### src/design/ntcb_pkg.sv
// Shared types, widths and constants of the NTC thermistor Beta temperature block.
package ntcb_pkg;

  // Port and state widths.
  localparam int SAMPLE_W   = 12;
  localparam int SUM_W      = 18;
  localparam int CNT_W      = 6;
  localparam int TEMP_W     = 16;
  localparam int STATUS_W   = 2;
  localparam int BETA_W     = 14;
  localparam int CFG_IDX_W  = 1;
  localparam int CFG_DATA_W = 14;

  // Parameter defaults.
  localparam int SAMPLES_DEF    = 16;
  localparam int FULL_SCALE_DEF = 3300;

  // Configuration register indexes and reset values.
  localparam logic [CFG_IDX_W-1:0] CFG_DIV_INV = 1'd0;
  localparam logic [CFG_IDX_W-1:0] CFG_BETA    = 1'd1;
  localparam logic [BETA_W-1:0]    BETA_RESET  = 14'd3950;

  // Status codes.
  localparam logic [STATUS_W-1:0] ST_OK    = 2'd0;
  localparam logic [STATUS_W-1:0] ST_RANGE = 2'd1;
  localparam logic [STATUS_W-1:0] ST_SAT   = 2'd2;

  // Output temperature limits in hundredths of a degree Celsius.
  localparam int TEMP_LOW_I  = -5500;
  localparam int TEMP_HIGH_I = 25000;

  // Shared multiplier.
  localparam int MUL_W  = 32;
  localparam int PROD_W = 2 * MUL_W;

  // Fixed-point logarithm: mantissa in Q30, result in Q24.
  localparam int FRAC_W = 24;
  localparam int M_W    = 31;
  localparam int EXP_W  = 5;
  localparam int LOG_W  = EXP_W + FRAC_W;
  localparam int RND_W  = 5;

  // ln 2 in Q30, T0 in hundredths of a kelvin, 100 * T0 * 100 as one factor.
  localparam logic [MUL_W-1:0] LN2_Q30      = 32'd744261118;
  localparam logic [MUL_W-1:0] T0_CENTI     = 32'd29815;
  localparam logic [MUL_W-1:0] BETA_NUMER_K = 32'd2981500;
  localparam int               KELVIN_OFS   = 27315;

  // Divider geometry: quotient is bounded, larger values saturate anyway.
  localparam int DIVIDEND_W = 61;
  localparam int DIVISOR_W  = 46;
  localparam int QUOT_W     = 17;
  localparam int QCNT_W     = $clog2(QUOT_W);

  // Divider result back to the sequencer.
  typedef struct packed {
    logic              done;
    logic              ovf;
    logic [QUOT_W-1:0] quot;
  } div_res_t;

endpackage

### src/design/ntcb_mul.sv
// Shared unsigned multiplier with a registered product.
module ntcb_mul (
  input  logic                         clk,
  input  logic [ntcb_pkg::MUL_W-1:0]   mul_a,
  input  logic [ntcb_pkg::MUL_W-1:0]   mul_b,
  output logic [ntcb_pkg::PROD_W-1:0]  prod_r
);

  // Product is available in the cycle after the operands.
  always_ff @(posedge clk) begin
    prod_r <= ntcb_pkg::PROD_W'(mul_a) * ntcb_pkg::PROD_W'(mul_b);
  end

endmodule

### src/design/ntcb_div.sv
// Restoring divider, one quotient bit a cycle, with an overflow flag for large quotients.
module ntcb_div (
  input  logic                              clk,
  input  logic                              rst_n,
  input  logic                              start,
  input  logic [ntcb_pkg::DIVIDEND_W-1:0]   dividend,
  input  logic [ntcb_pkg::DIVISOR_W-1:0]    divisor,
  output ntcb_pkg::div_res_t                res
);

  localparam int QW   = ntcb_pkg::QUOT_W;
  localparam int NW   = ntcb_pkg::DIVIDEND_W;
  localparam int DW   = ntcb_pkg::DIVISOR_W;
  localparam int SHW  = DW + QW - 1;
  localparam int OVW  = DW + QW;

  logic                        run_r;
  logic                        done_r;
  logic                        ovf_r;
  logic [ntcb_pkg::QCNT_W-1:0] cnt_r;
  logic [NW-1:0]               rem_r;
  logic [SHW-1:0]              dsh_r;
  logic [QW-1:0]               q_r;
  logic                        too_big;
  logic                        fits;

  // The quotient overflows its width when the dividend reaches divisor * 2^QW.
  assign too_big = OVW'(dividend) >= {divisor, {QW{1'b0}}};
  assign fits    = SHW'(rem_r) >= dsh_r;

  // Control: run flag, done pulse, overflow flag and bit counter.
  always_ff @(posedge clk) begin
    if (!rst_n) begin
      run_r  <= 1'b0;
      done_r <= 1'b0;
      ovf_r  <= 1'b0;
      cnt_r  <= '0;
    end else begin
      done_r <= 1'b0;
      if (start) begin
        ovf_r <= too_big;
        if (too_big) begin
          done_r <= 1'b1;
        end else begin
          run_r <= 1'b1;
          cnt_r <= ntcb_pkg::QCNT_W'(QW - 1);
        end
      end else if (run_r) begin
        if (cnt_r == '0) begin
          run_r  <= 1'b0;
          done_r <= 1'b1;
        end else begin
          cnt_r <= cnt_r - 1'b1;
        end
      end
    end
  end

  // Datapath: compare, subtract and shift the divisor down one place a cycle.
  always_ff @(posedge clk) begin
    if (start) begin
      rem_r <= dividend;
      dsh_r <= {divisor, {(QW - 1){1'b0}}};
      q_r   <= '0;
    end else if (run_r) begin
      if (fits) begin
        rem_r <= rem_r - NW'(dsh_r);
      end
      q_r   <= {q_r[QW-2:0], fits};
      dsh_r <= dsh_r >> 1;
    end
  end

  assign res.done = done_r;
  assign res.ovf  = ovf_r;
  assign res.quot = q_r;

endmodule

### src/design/ntc_thermistor_beta_temperature.sv
// Top level: sample averaging, Beta-equation sequencer and result register.
//
// Samples are summed in groups of SAMPLES; a sample that does not close a group
// leaves in_ready high for the next one. The sample that closes a group starts the
// temperature calculation, which holds in_ready low until the result has passed to
// the output register: two base-2 logarithms, each of one set-up step and 24 squaring
// rounds through the shared 32x32 multiplier, three further products, a 17-step
// restoring divider and a last state that passes the result on. A non-positive
// denominator skips the divider, and a quotient too large for the divider makes it
// report done with its overflow flag set, without running. A group whose mean is
// zero or not below full scale goes straight to that last state with status 1.
// The result sits in an output register, so new samples are accepted while it waits
// to be taken; only the next calculation waits for the register to be free.
module ntc_thermistor_beta_temperature #(
  parameter int SAMPLES       = ntcb_pkg::SAMPLES_DEF,
  parameter int FULL_SCALE_MV = ntcb_pkg::FULL_SCALE_DEF
) (
  input  logic                               clk,
  input  logic                               rst_n,
  input  logic                               in_valid,
  output logic                               in_ready,
  input  logic [ntcb_pkg::SAMPLE_W-1:0]      in_sample_mv,
  output logic                               out_valid,
  input  logic                               out_ready,
  output logic signed [ntcb_pkg::TEMP_W-1:0] out_temp_centi_c,
  output logic [ntcb_pkg::STATUS_W-1:0]      out_status,
  input  logic                               cfg_valid,
  output logic                               cfg_ready,
  input  logic [ntcb_pkg::CFG_IDX_W-1:0]     cfg_index,
  input  logic [ntcb_pkg::CFG_DATA_W-1:0]    cfg_data
);

  localparam int SW    = ntcb_pkg::SUM_W;
  localparam int CW    = ntcb_pkg::CNT_W;
  localparam int MW    = ntcb_pkg::M_W;
  localparam int EW    = ntcb_pkg::EXP_W;
  localparam int FW    = ntcb_pkg::FRAC_W;
  localparam int LW    = ntcb_pkg::LOG_W;
  localparam int PW    = ntcb_pkg::PROD_W;
  localparam int UW    = ntcb_pkg::MUL_W;
  localparam int BW    = ntcb_pkg::BETA_W;
  localparam int TW    = ntcb_pkg::TEMP_W;
  localparam int NW    = ntcb_pkg::DIVIDEND_W;
  localparam int DW    = ntcb_pkg::DIVISOR_W;
  localparam int QW    = ntcb_pkg::QUOT_W;
  localparam int B100W = 21;
  localparam int BTW   = B100W + FW;
  localparam int TPW   = 44;
  localparam int DSW   = DW + 1;
  localparam int NUMW  = 36;
  localparam int TXW   = QW + 1;

  localparam logic [SW-1:0] FULL = SW'(FULL_SCALE_MV * SAMPLES);
  localparam logic signed [TXW-1:0] T_LO  = TXW'(ntcb_pkg::TEMP_LOW_I);
  localparam logic signed [TXW-1:0] T_HI  = TXW'(ntcb_pkg::TEMP_HIGH_I);
  localparam logic signed [TXW-1:0] K_OFS = TXW'(ntcb_pkg::KELVIN_OFS);

  // Sequencer states.
  localparam logic [3:0] S_IDLE     = 4'd0;
  localparam logic [3:0] S_LOG_INIT = 4'd1;
  localparam logic [3:0] S_LOG_SQ   = 4'd2;
  localparam logic [3:0] S_LOG_UPD  = 4'd3;
  localparam logic [3:0] S_LN_MUL   = 4'd4;
  localparam logic [3:0] S_LN_RES   = 4'd5;
  localparam logic [3:0] S_D_MUL    = 4'd6;
  localparam logic [3:0] S_D_RES    = 4'd7;
  localparam logic [3:0] S_N_MUL    = 4'd8;
  localparam logic [3:0] S_N_RES    = 4'd9;
  localparam logic [3:0] S_DIV      = 4'd10;
  localparam logic [3:0] S_DONE     = 4'd11;

  logic [3:0]                state_r, state_nxt;
  logic                      div_inv_r;
  logic [BW-1:0]             beta_r;
  logic [SW-1:0]             sum_r;
  logic [CW-1:0]             cnt_r;
  logic [SW-1:0]             grp_r;
  logic                      phase_r;
  logic [MW-1:0]             m_r;
  logic [EW-1:0]             exp_r;
  logic [FW-1:0]             frac_r;
  logic [ntcb_pkg::RND_W-1:0] rnd_r;
  logic [LW-1:0]             lnum_r;
  logic [LW-1:0]             lden_r;
  logic                      dneg_r;
  logic [LW-1:0]             lmag_r;
  logic [DW-1:0]             dd_r;
  logic signed [TW-1:0]      res_temp_r;
  logic [ntcb_pkg::STATUS_W-1:0] res_status_r;
  logic                      out_valid_r;
  logic signed [TW-1:0]      out_temp_r;
  logic [ntcb_pkg::STATUS_W-1:0] out_status_r;

  logic                      accept;
  logic [SW-1:0]             sum_add;
  logic [CW:0]               cnt_inc;
  logic                      last;
  logic                      bad_mean;
  logic [SW-1:0]             num_v;
  logic [SW-1:0]             den_v;
  logic [SW-1:0]             log_x;
  logic [EW-1:0]             msb;
  logic [MW-1:0]             m_init;
  logic [UW-1:0]             mul_a;
  logic [UW-1:0]             mul_b;
  logic [PW-1:0]             prod;
  logic [UW-1:0]             sq;
  logic [MW-1:0]             m_upd;
  logic [FW-1:0]             frac_nxt;
  logic signed [LW:0]        dlog;
  logic [LW-1:0]             mag;
  logic [PW-5:0]             ln_round;
  logic [B100W-1:0]          b100;
  logic [BTW-1:0]            bterm;
  logic signed [DSW-1:0]     dsum;
  logic                      dpos;
  logic [NW-1:0]             dividend;
  logic                      div_start;
  ntcb_pkg::div_res_t        div_res;
  logic signed [TXW-1:0]     t_c;
  logic                      out_free;

  // Handshakes.
  assign in_ready  = state_r == S_IDLE;
  assign accept    = in_valid && in_ready;
  assign cfg_ready = 1'b1;
  assign out_free  = !out_valid_r || out_ready;

  // Group accumulation and the range check of the closing sum.
  assign sum_add  = sum_r + SW'(in_sample_mv);
  assign cnt_inc  = {1'b0, cnt_r} + 1'b1;
  assign last     = !(cnt_inc < (CW + 1)'(SAMPLES));
  assign bad_mean = (sum_add == '0) || (sum_add >= FULL);

  // Resistance ratio operands.
  assign num_v = div_inv_r ? (FULL - grp_r) : grp_r;
  assign den_v = div_inv_r ? grp_r : (FULL - grp_r);
  assign log_x = phase_r ? den_v : num_v;

  // Leading one of the log operand and the Q30 mantissa.
  always_comb begin
    msb = '0;
    for (int i = 0; i < SW; i++) begin
      if (log_x[i]) begin
        msb = EW'(i);
      end
    end
  end
  assign m_init = MW'(log_x) << (EW'(MW - 1) - msb);

  // Squaring round: keep the mantissa in [1,2) and collect one fraction bit.
  assign sq       = prod[2*(MW-1)+1:MW-1];
  assign m_upd    = sq[UW-1] ? sq[UW-1:1] : sq[MW-1:0];
  assign frac_nxt = frac_r | (FW'(sq[UW-1]) << rnd_r);

  // ln of the ratio from the two logarithms.
  assign dlog     = $signed({1'b0, lnum_r}) - $signed({1'b0, lden_r});
  assign mag      = dlog[LW] ? LW'(-dlog) : LW'(dlog);
  assign ln_round = prod[PW-5:0] + (PW - 4)'(64'd1 << 29);

  // Denominator 100*B*2^24 +/- 29815*|ln| and the rounded numerator.
  assign b100     = B100W'(beta_r) * B100W'(100);
  assign bterm    = {b100, {FW{1'b0}}};
  assign dsum     = dneg_r ? ($signed(DSW'(bterm)) - $signed(DSW'(prod[TPW-1:0])))
                           : ($signed(DSW'(bterm)) + $signed(DSW'(prod[TPW-1:0])));
  assign dpos     = !dsum[DSW-1] && (dsum != '0);
  assign dividend = {1'b0, prod[NUMW-1:0], {FW{1'b0}}} + NW'(dd_r >> 1);
  assign div_start = state_r == S_N_RES;

  // Kelvin to Celsius.
  assign t_c = $signed({1'b0, div_res.quot}) - K_OFS;

  // Operand selection for the shared multiplier.
  always_comb begin
    unique case (state_r)
      S_LOG_SQ: begin
        mul_a = UW'(m_r);
        mul_b = UW'(m_r);
      end
      S_LN_MUL: begin
        mul_a = UW'(mag);
        mul_b = ntcb_pkg::LN2_Q30;
      end
      S_D_MUL: begin
        mul_a = UW'(lmag_r);
        mul_b = ntcb_pkg::T0_CENTI;
      end
      S_N_MUL: begin
        mul_a = UW'(beta_r);
        mul_b = ntcb_pkg::BETA_NUMER_K;
      end
      default: begin
        mul_a = '0;
        mul_b = '0;
      end
    endcase
  end

  ntcb_mul u_mul (
    .clk    (clk),
    .mul_a  (mul_a),
    .mul_b  (mul_b),
    .prod_r (prod)
  );

  ntcb_div u_div (
    .clk      (clk),
    .rst_n    (rst_n),
    .start    (div_start),
    .dividend (dividend),
    .divisor  (dd_r),
    .res      (div_res)
  );

  // Next state of the sequencer.
  always_comb begin
    state_nxt = state_r;
    unique case (state_r)
      S_IDLE: begin
        if (accept && last) begin
          state_nxt = bad_mean ? S_DONE : S_LOG_INIT;
        end
      end
      S_LOG_INIT: state_nxt = S_LOG_SQ;
      S_LOG_SQ:   state_nxt = S_LOG_UPD;
      S_LOG_UPD: begin
        if (rnd_r != '0) begin
          state_nxt = S_LOG_SQ;
        end else begin
          state_nxt = phase_r ? S_LN_MUL : S_LOG_INIT;
        end
      end
      S_LN_MUL:   state_nxt = S_LN_RES;
      S_LN_RES:   state_nxt = S_D_MUL;
      S_D_MUL:    state_nxt = S_D_RES;
      S_D_RES:    state_nxt = dpos ? S_N_MUL : S_DONE;
      S_N_MUL:    state_nxt = S_N_RES;
      S_N_RES:    state_nxt = S_DIV;
      S_DIV: begin
        if (div_res.done) begin
          state_nxt = S_DONE;
        end
      end
      S_DONE: begin
        if (out_free) begin
          state_nxt = S_IDLE;
        end
      end
      default:    state_nxt = S_IDLE;
    endcase
  end

  // Control registers: state, configuration, accumulator, log phase and round counter, and output valid.
  always_ff @(posedge clk) begin
    if (!rst_n) begin
      state_r     <= S_IDLE;
      div_inv_r   <= 1'b0;
      beta_r      <= ntcb_pkg::BETA_RESET;
      sum_r       <= '0;
      cnt_r       <= '0;
      phase_r     <= 1'b0;
      rnd_r       <= '0;
      out_valid_r <= 1'b0;
    end else begin
      state_r <= state_nxt;
      if (cfg_valid) begin
        unique case (cfg_index)
          ntcb_pkg::CFG_DIV_INV: div_inv_r <= cfg_data[0];
          ntcb_pkg::CFG_BETA:    beta_r    <= cfg_data[BW-1:0];
          default:               ;
        endcase
      end
      if (accept) begin
        if (last) begin
          sum_r   <= '0;
          cnt_r   <= '0;
          phase_r <= 1'b0;
        end else begin
          sum_r <= sum_add;
          cnt_r <= cnt_inc[CW-1:0];
        end
      end
      if (state_r == S_LOG_INIT) begin
        rnd_r <= ntcb_pkg::RND_W'(FW - 1);
      end else if (state_r == S_LOG_UPD) begin
        if (rnd_r == '0) begin
          phase_r <= 1'b1;
        end else begin
          rnd_r <= rnd_r - 1'b1;
        end
      end
      if (state_r == S_DONE && out_free) begin
        out_valid_r <= 1'b1;
      end else if (out_ready) begin
        out_valid_r <= 1'b0;
      end
    end
  end

  // Datapath registers.
  always_ff @(posedge clk) begin
    if (accept && last) begin
      grp_r <= sum_add;
    end
    if (state_r == S_LOG_INIT) begin
      m_r    <= m_init;
      exp_r  <= msb;
      frac_r <= '0;
    end else if (state_r == S_LOG_UPD) begin
      m_r    <= m_upd;
      frac_r <= frac_nxt;
      if (rnd_r == '0) begin
        if (phase_r) begin
          lden_r <= {exp_r, frac_nxt};
        end else begin
          lnum_r <= {exp_r, frac_nxt};
        end
      end
    end
    if (state_r == S_LN_MUL) begin
      dneg_r <= dlog[LW];
    end
    if (state_r == S_LN_RES) begin
      lmag_r <= ln_round[LW+29:30];
    end
    if (state_r == S_D_RES) begin
      dd_r <= dsum[DW-1:0];
    end

    // Result of the calculation, saturated to the output range.
    if (state_r == S_IDLE && accept && last) begin
      res_temp_r   <= '0;
      res_status_r <= ntcb_pkg::ST_RANGE;
    end else if (state_r == S_D_RES && !dpos) begin
      res_temp_r   <= TW'(ntcb_pkg::TEMP_LOW_I);
      res_status_r <= ntcb_pkg::ST_SAT;
    end else if (state_r == S_DIV && div_res.done) begin
      if (div_res.ovf || t_c > T_HI) begin
        res_temp_r   <= TW'(ntcb_pkg::TEMP_HIGH_I);
        res_status_r <= ntcb_pkg::ST_SAT;
      end else if (t_c < T_LO) begin
        res_temp_r   <= TW'(ntcb_pkg::TEMP_LOW_I);
        res_status_r <= ntcb_pkg::ST_SAT;
      end else begin
        res_temp_r   <= t_c[TW-1:0];
        res_status_r <= ntcb_pkg::ST_OK;
      end
    end

    // Output register.
    if (state_r == S_DONE && out_free) begin
      out_temp_r   <= res_temp_r;
      out_status_r <= res_status_r;
    end
  end

  assign out_valid        = out_valid_r;
  assign out_temp_centi_c = out_temp_r;
  assign out_status       = out_status_r;

endmodule

### config.mk
export PLATFORM = sky130hd
export DESIGN_NAME = ntc_thermistor_beta_temperature
export DESIGN_NICKNAME = d
export VERILOG_FILES = /design/src/design/ntcb_pkg.sv /design/src/design/ntcb_mul.sv /design/src/design/ntcb_div.sv /design/src/design/ntc_thermistor_beta_temperature.sv
export SDC_FILE = /design/constraint.sdc
export NUM_CORES = 2
export LEC_CHECK = 0
export ABC_CLOCK_PERIOD_IN_PS = 14100
export BUFFER_PORTS_ARGS = -buffer_cell sky130_fd_sc_hd__buf_2
export CAP_MARGIN = 20
export CORE_ASPECT_RATIO = 0.5
export CORE_MARGIN = 4
export CORE_UTILIZATION = 30
export DETAILED_ROUTE_END_ITERATION = 8
export SYNTH_ARGS = -nofsm -noshare
export SYNTH_HDL_FRONTEND = slang
export SYNTH_SLANG_ARGS = --single-unit
### constraint.sdc
create_clock -name clk -period 14.1 [get_ports clk]
set_clock_uncertainty 0.05 [all_clocks]
set_input_delay 0.705 -clock clk [delete_from_list [all_inputs] [get_ports clk]]
set_output_delay 0.705 -clock clk [all_outputs]
set_load 0.03 [all_outputs]
==> results.sh <==
export IMPL_status="finished clean"
export IMPL_dp_hpwl_mm=168.3
export IMPL_syn_area_um2=65070
export IMPL_slew_headroom_pct=19.38
export IMPL_core_area_um2=214900
export IMPL_tightest_slew_ns=1.209
export IMPL_gp_congestion=0.9789
export IMPL_cts_sink_count=508
export IMPL_routed_wl_mm=215.8
export IMPL_cts_resized_gates=0
export IMPL_crit_path_start_kind="flop"
export IMPL_slew_violations=0
export IMPL_ir_drop_mv=0.06586
export IMPL_p_clk_share_pct=37.7
export IMPL_grt_overflow_total=0
export IMPL_synthAdderAreaFrac_pct=36.12
export IMPL_num_rows=120
export IMPL_rsz0062_at_grt="no"
export IMPL_synth_edf_count=313
export IMPL_internal_power_uw=2598
export IMPL_syn_inst=7360
export IMPL_fmax_ghz=0.07794
export IMPL_cts_buffers=49
export IMPL_fin_ws_ns=1.270
export IMPL_critPathArrivalTime_ns=13.31
export IMPL_syn_nets=8760
export IMPL_synth_top_area_share_pct=26.18
export IMPL_synth_flop_cell="edfxtp_1"
export IMPL_yosysTopAreaCell="fa_1"
export IMPL_hold_path_class="in -> reg"
export IMPL_cpPeakStageDelay_ns=0.83
export IMPL_synth_top_family_by_area="adder cells"
export IMPL_avgSynthCellArea_um2=8.841
export IMPL_area_growth_syn_to_layout_pct=8.374
export IMPL_tns_ns=0
export IMPL_crit_type="reg -> reg"
export IMPL_yosys_area_share_xor_xnor_pct=4.347
export IMPL_cts_hold_buf=0
export IMPL_yosysMostFrequentCell="inv_1"
export IMPL_max_cap_violations=0
export IMPL_drc_errors=0
export IMPL_netlist_cell_type_count=93
export IMPL_synthArstFlopShare_pct=0
export IMPL_clk_latency_ns=0.66
export IMPL_finalHoldViolCount=0
export IMPL_root_buffer="clkbuf_16"
export IMPL_yosys_top_cells_area="fa_1 (26%), edfxtp_1 (14%), ha_1 (9.9%), inv_1 (7.0%), dfxtp_1 (6.0%)"
export IMPL_setup_viol=0
export IMPL_yosys_area_share_simple_pct=15.06
export IMPL_ios=53
export IMPL_end_kind="flop"
export IMPL_place_ws_ns=1.464
export IMPL_die_area_um2=224900
export IMPL_grt_pass1_wl_mm=329.5
export IMPL_crit_slowest_cell="inv_1"
export IMPL_cp_max_fo=20
export IMPL_synth_compound_area_share_pct=13.42
export IMPL_power_switching_uw=1090
export IMPL_vias=53360
export IMPL_cts_setup_buffers=0
export IMPL_drt_initial_drc_count=5341
export IMPL_path_common_cell="inv_1"
export IMPL_start_util_pct=30.29
export IMPL_worst_ep_required_time_ns=14.58
export IMPL_die_w_um=666.6
export IMPL_grt_usage_pct=19.01
export IMPL_yosys_warnings=0
export IMPL_clk_path_buf_depth=3
export IMPL_synth_seq_cells=508
export IMPL_p_leak_uw=0.03294
export IMPL_grt_max_degree=90
export IMPL_p_seq_share_pct=43.3
export IMPL_hold_ws_ns=0.2276
export IMPL_dr_pass1_iters=7
export IMPL_synthMuxAreaShare_pct=1.563
export IMPL_ys_top_cells_by_count="inv_1 (1214), nand2_1 (898), fa_1 (851), nor2_1 (585), ha_1 (517)"
export IMPL_die_h_um=337.3
export IMPL_h_tree_depth=2
export IMPL_period_share_pct=90.99
export IMPL_swShare_pct=29.56
export IMPL_layout_drive_gt1_share_pct=5.278
export IMPL_ys_seq_area_share_pct=20.44
export IMPL_clk_pin_slew_worst_paths_ns=0.07
export IMPL_wl_per_cell_um=21.22
export IMPL_cts_tree="built"
export IMPL_port_buffers=51
export IMPL_power_density_nw_per_um2=52.31
export IMPL_first_global_vias=53130
export IMPL_ant_nets=0
export IMPL_antenna_found_initial=3
export IMPL_period_needed_ns=12.83
export IMPL_combinationalPowerShare_pct=19.0
export IMPL_viasPerCell=5.248
export IMPL_nets=8655
## final cells by class
type,count,area (um^2)
multi-input combinational,5295,46060
fill,22330,144300
inverter,1224,4594
sequential,508,13310
tap,2867,3587
antenna,6,15.01
timing repair buffer,177,1300
clock buffer,72,1445
clock inverter,19,216.5
## registers in the layout (all words and copies together) (netlist names), 16 cells and up
name,count
lnum_r,29
lmag_r,29
out_temp_centi_c,16
u_div.rem_r,61
lden_r,29
sum_r,18
u_div.q_r,17
u_mul.prod_r,62
u_div.dsh_r,62
res_temp_r,16
dd_r,46
frac_r,24
m_r,31
grp_r,18
## worst max-delay path, delay by kind of cell (launching register included)
family          cells  cell delay (ns)
compound gates     15             3.69
xor+xnor            1             0.10
fa+ha+maj          10             4.96
buf+inv            11             1.93
flops               1             0.37
simple gates        6             1.60
## path summary, 6_finish.rpt
| path | slack [ns] | start | cells after the start | end |
|---|---|---|---|---|
| worst max-delay path | 1.27 | lnum_r[11]$_DFFE_PP_ | 43 | u_mul.prod_r[60]$_DFF_P_ |
| worst min-delay path | 0.23 | cfg_data[3] | 3 | beta_r[3]$_SDFFE_PN1P_ |
| worst max register to register | 1.27 | lnum_r[11]$_DFFE_PP_ | 43 | u_mul.prod_r[60]$_DFF_P_ |
| worst min register to register | 0.38 | res_temp_r[7]$_SDFFE_PP0P_ | 0 | out_temp_centi_c[7]$_DFFE_PP_ |
## placed cells by master, fill, tap and decap left out, drive strengths merged, types with 54 or more instances in the layout
| cell type | count |
|---|---|
| xnor2 | 215 |
| nor2b | 67 |
| nand2 | 898 |
| clkbuf | 72 |
| ha | 517 |
| nor2 | 585 |
| buf | 177 |
| inv | 1219 |
| edfxtp | 313 |
| nand3 | 138 |
| nand4 | 61 |
| and2 | 62 |
| a21oi | 381 |
| nor3 | 80 |
| dfxtp | 195 |
| fa | 851 |
| a21o | 167 |
| and3 | 54 |
| mux2i | 69 |
| xor2 | 108 |
| o21ai | 262 |
## power by group through the flow
| stage | sequential [uW] | combinational [uW] | clock, uW |
|---|---|---|---|
| after floorplan | 1620 | 511 | 0 |
| after global placement | 1630 | 681 | 0 |
| after detailed placement | 1630 | 684 | 0 |
| after CTS | 1600 | 688 | 1420 |
| after global routing | 1600 | 783 | 1490 |
| final | 1600 | 702 | 1390 |
## logic make-up after synthesis
family	Yosys count
flops	508
xor+xnor	323
other cells	1
fa+ha+maj	1368
mux	91
buf+inv	1557
simple gates	2171
compound gates	1341
## stage by stage
step	instances	cell area [um^2]	total power [uW]	util [%]
floorplan	7360	65070	2135	-
global placement	10060	68670	2311	31.96
detailed placement	10070	68770	2314	32.01
CTS	10160	70430	3708	32.78
global route	10160	70510	3871	32.82
finish	10170	70520	3689	32.82
## layer usage
layer  track usage, %  wire length, um  vias to the layer above
met5           0.2105                0                        -
met1            25.75            92120                    26410
met4            7.443            10160                        0
li1                 -                -                    23970
met3            4.398            20460                      533
met2            29.36            93020                     2438
(Power assumes the default switching activity.)
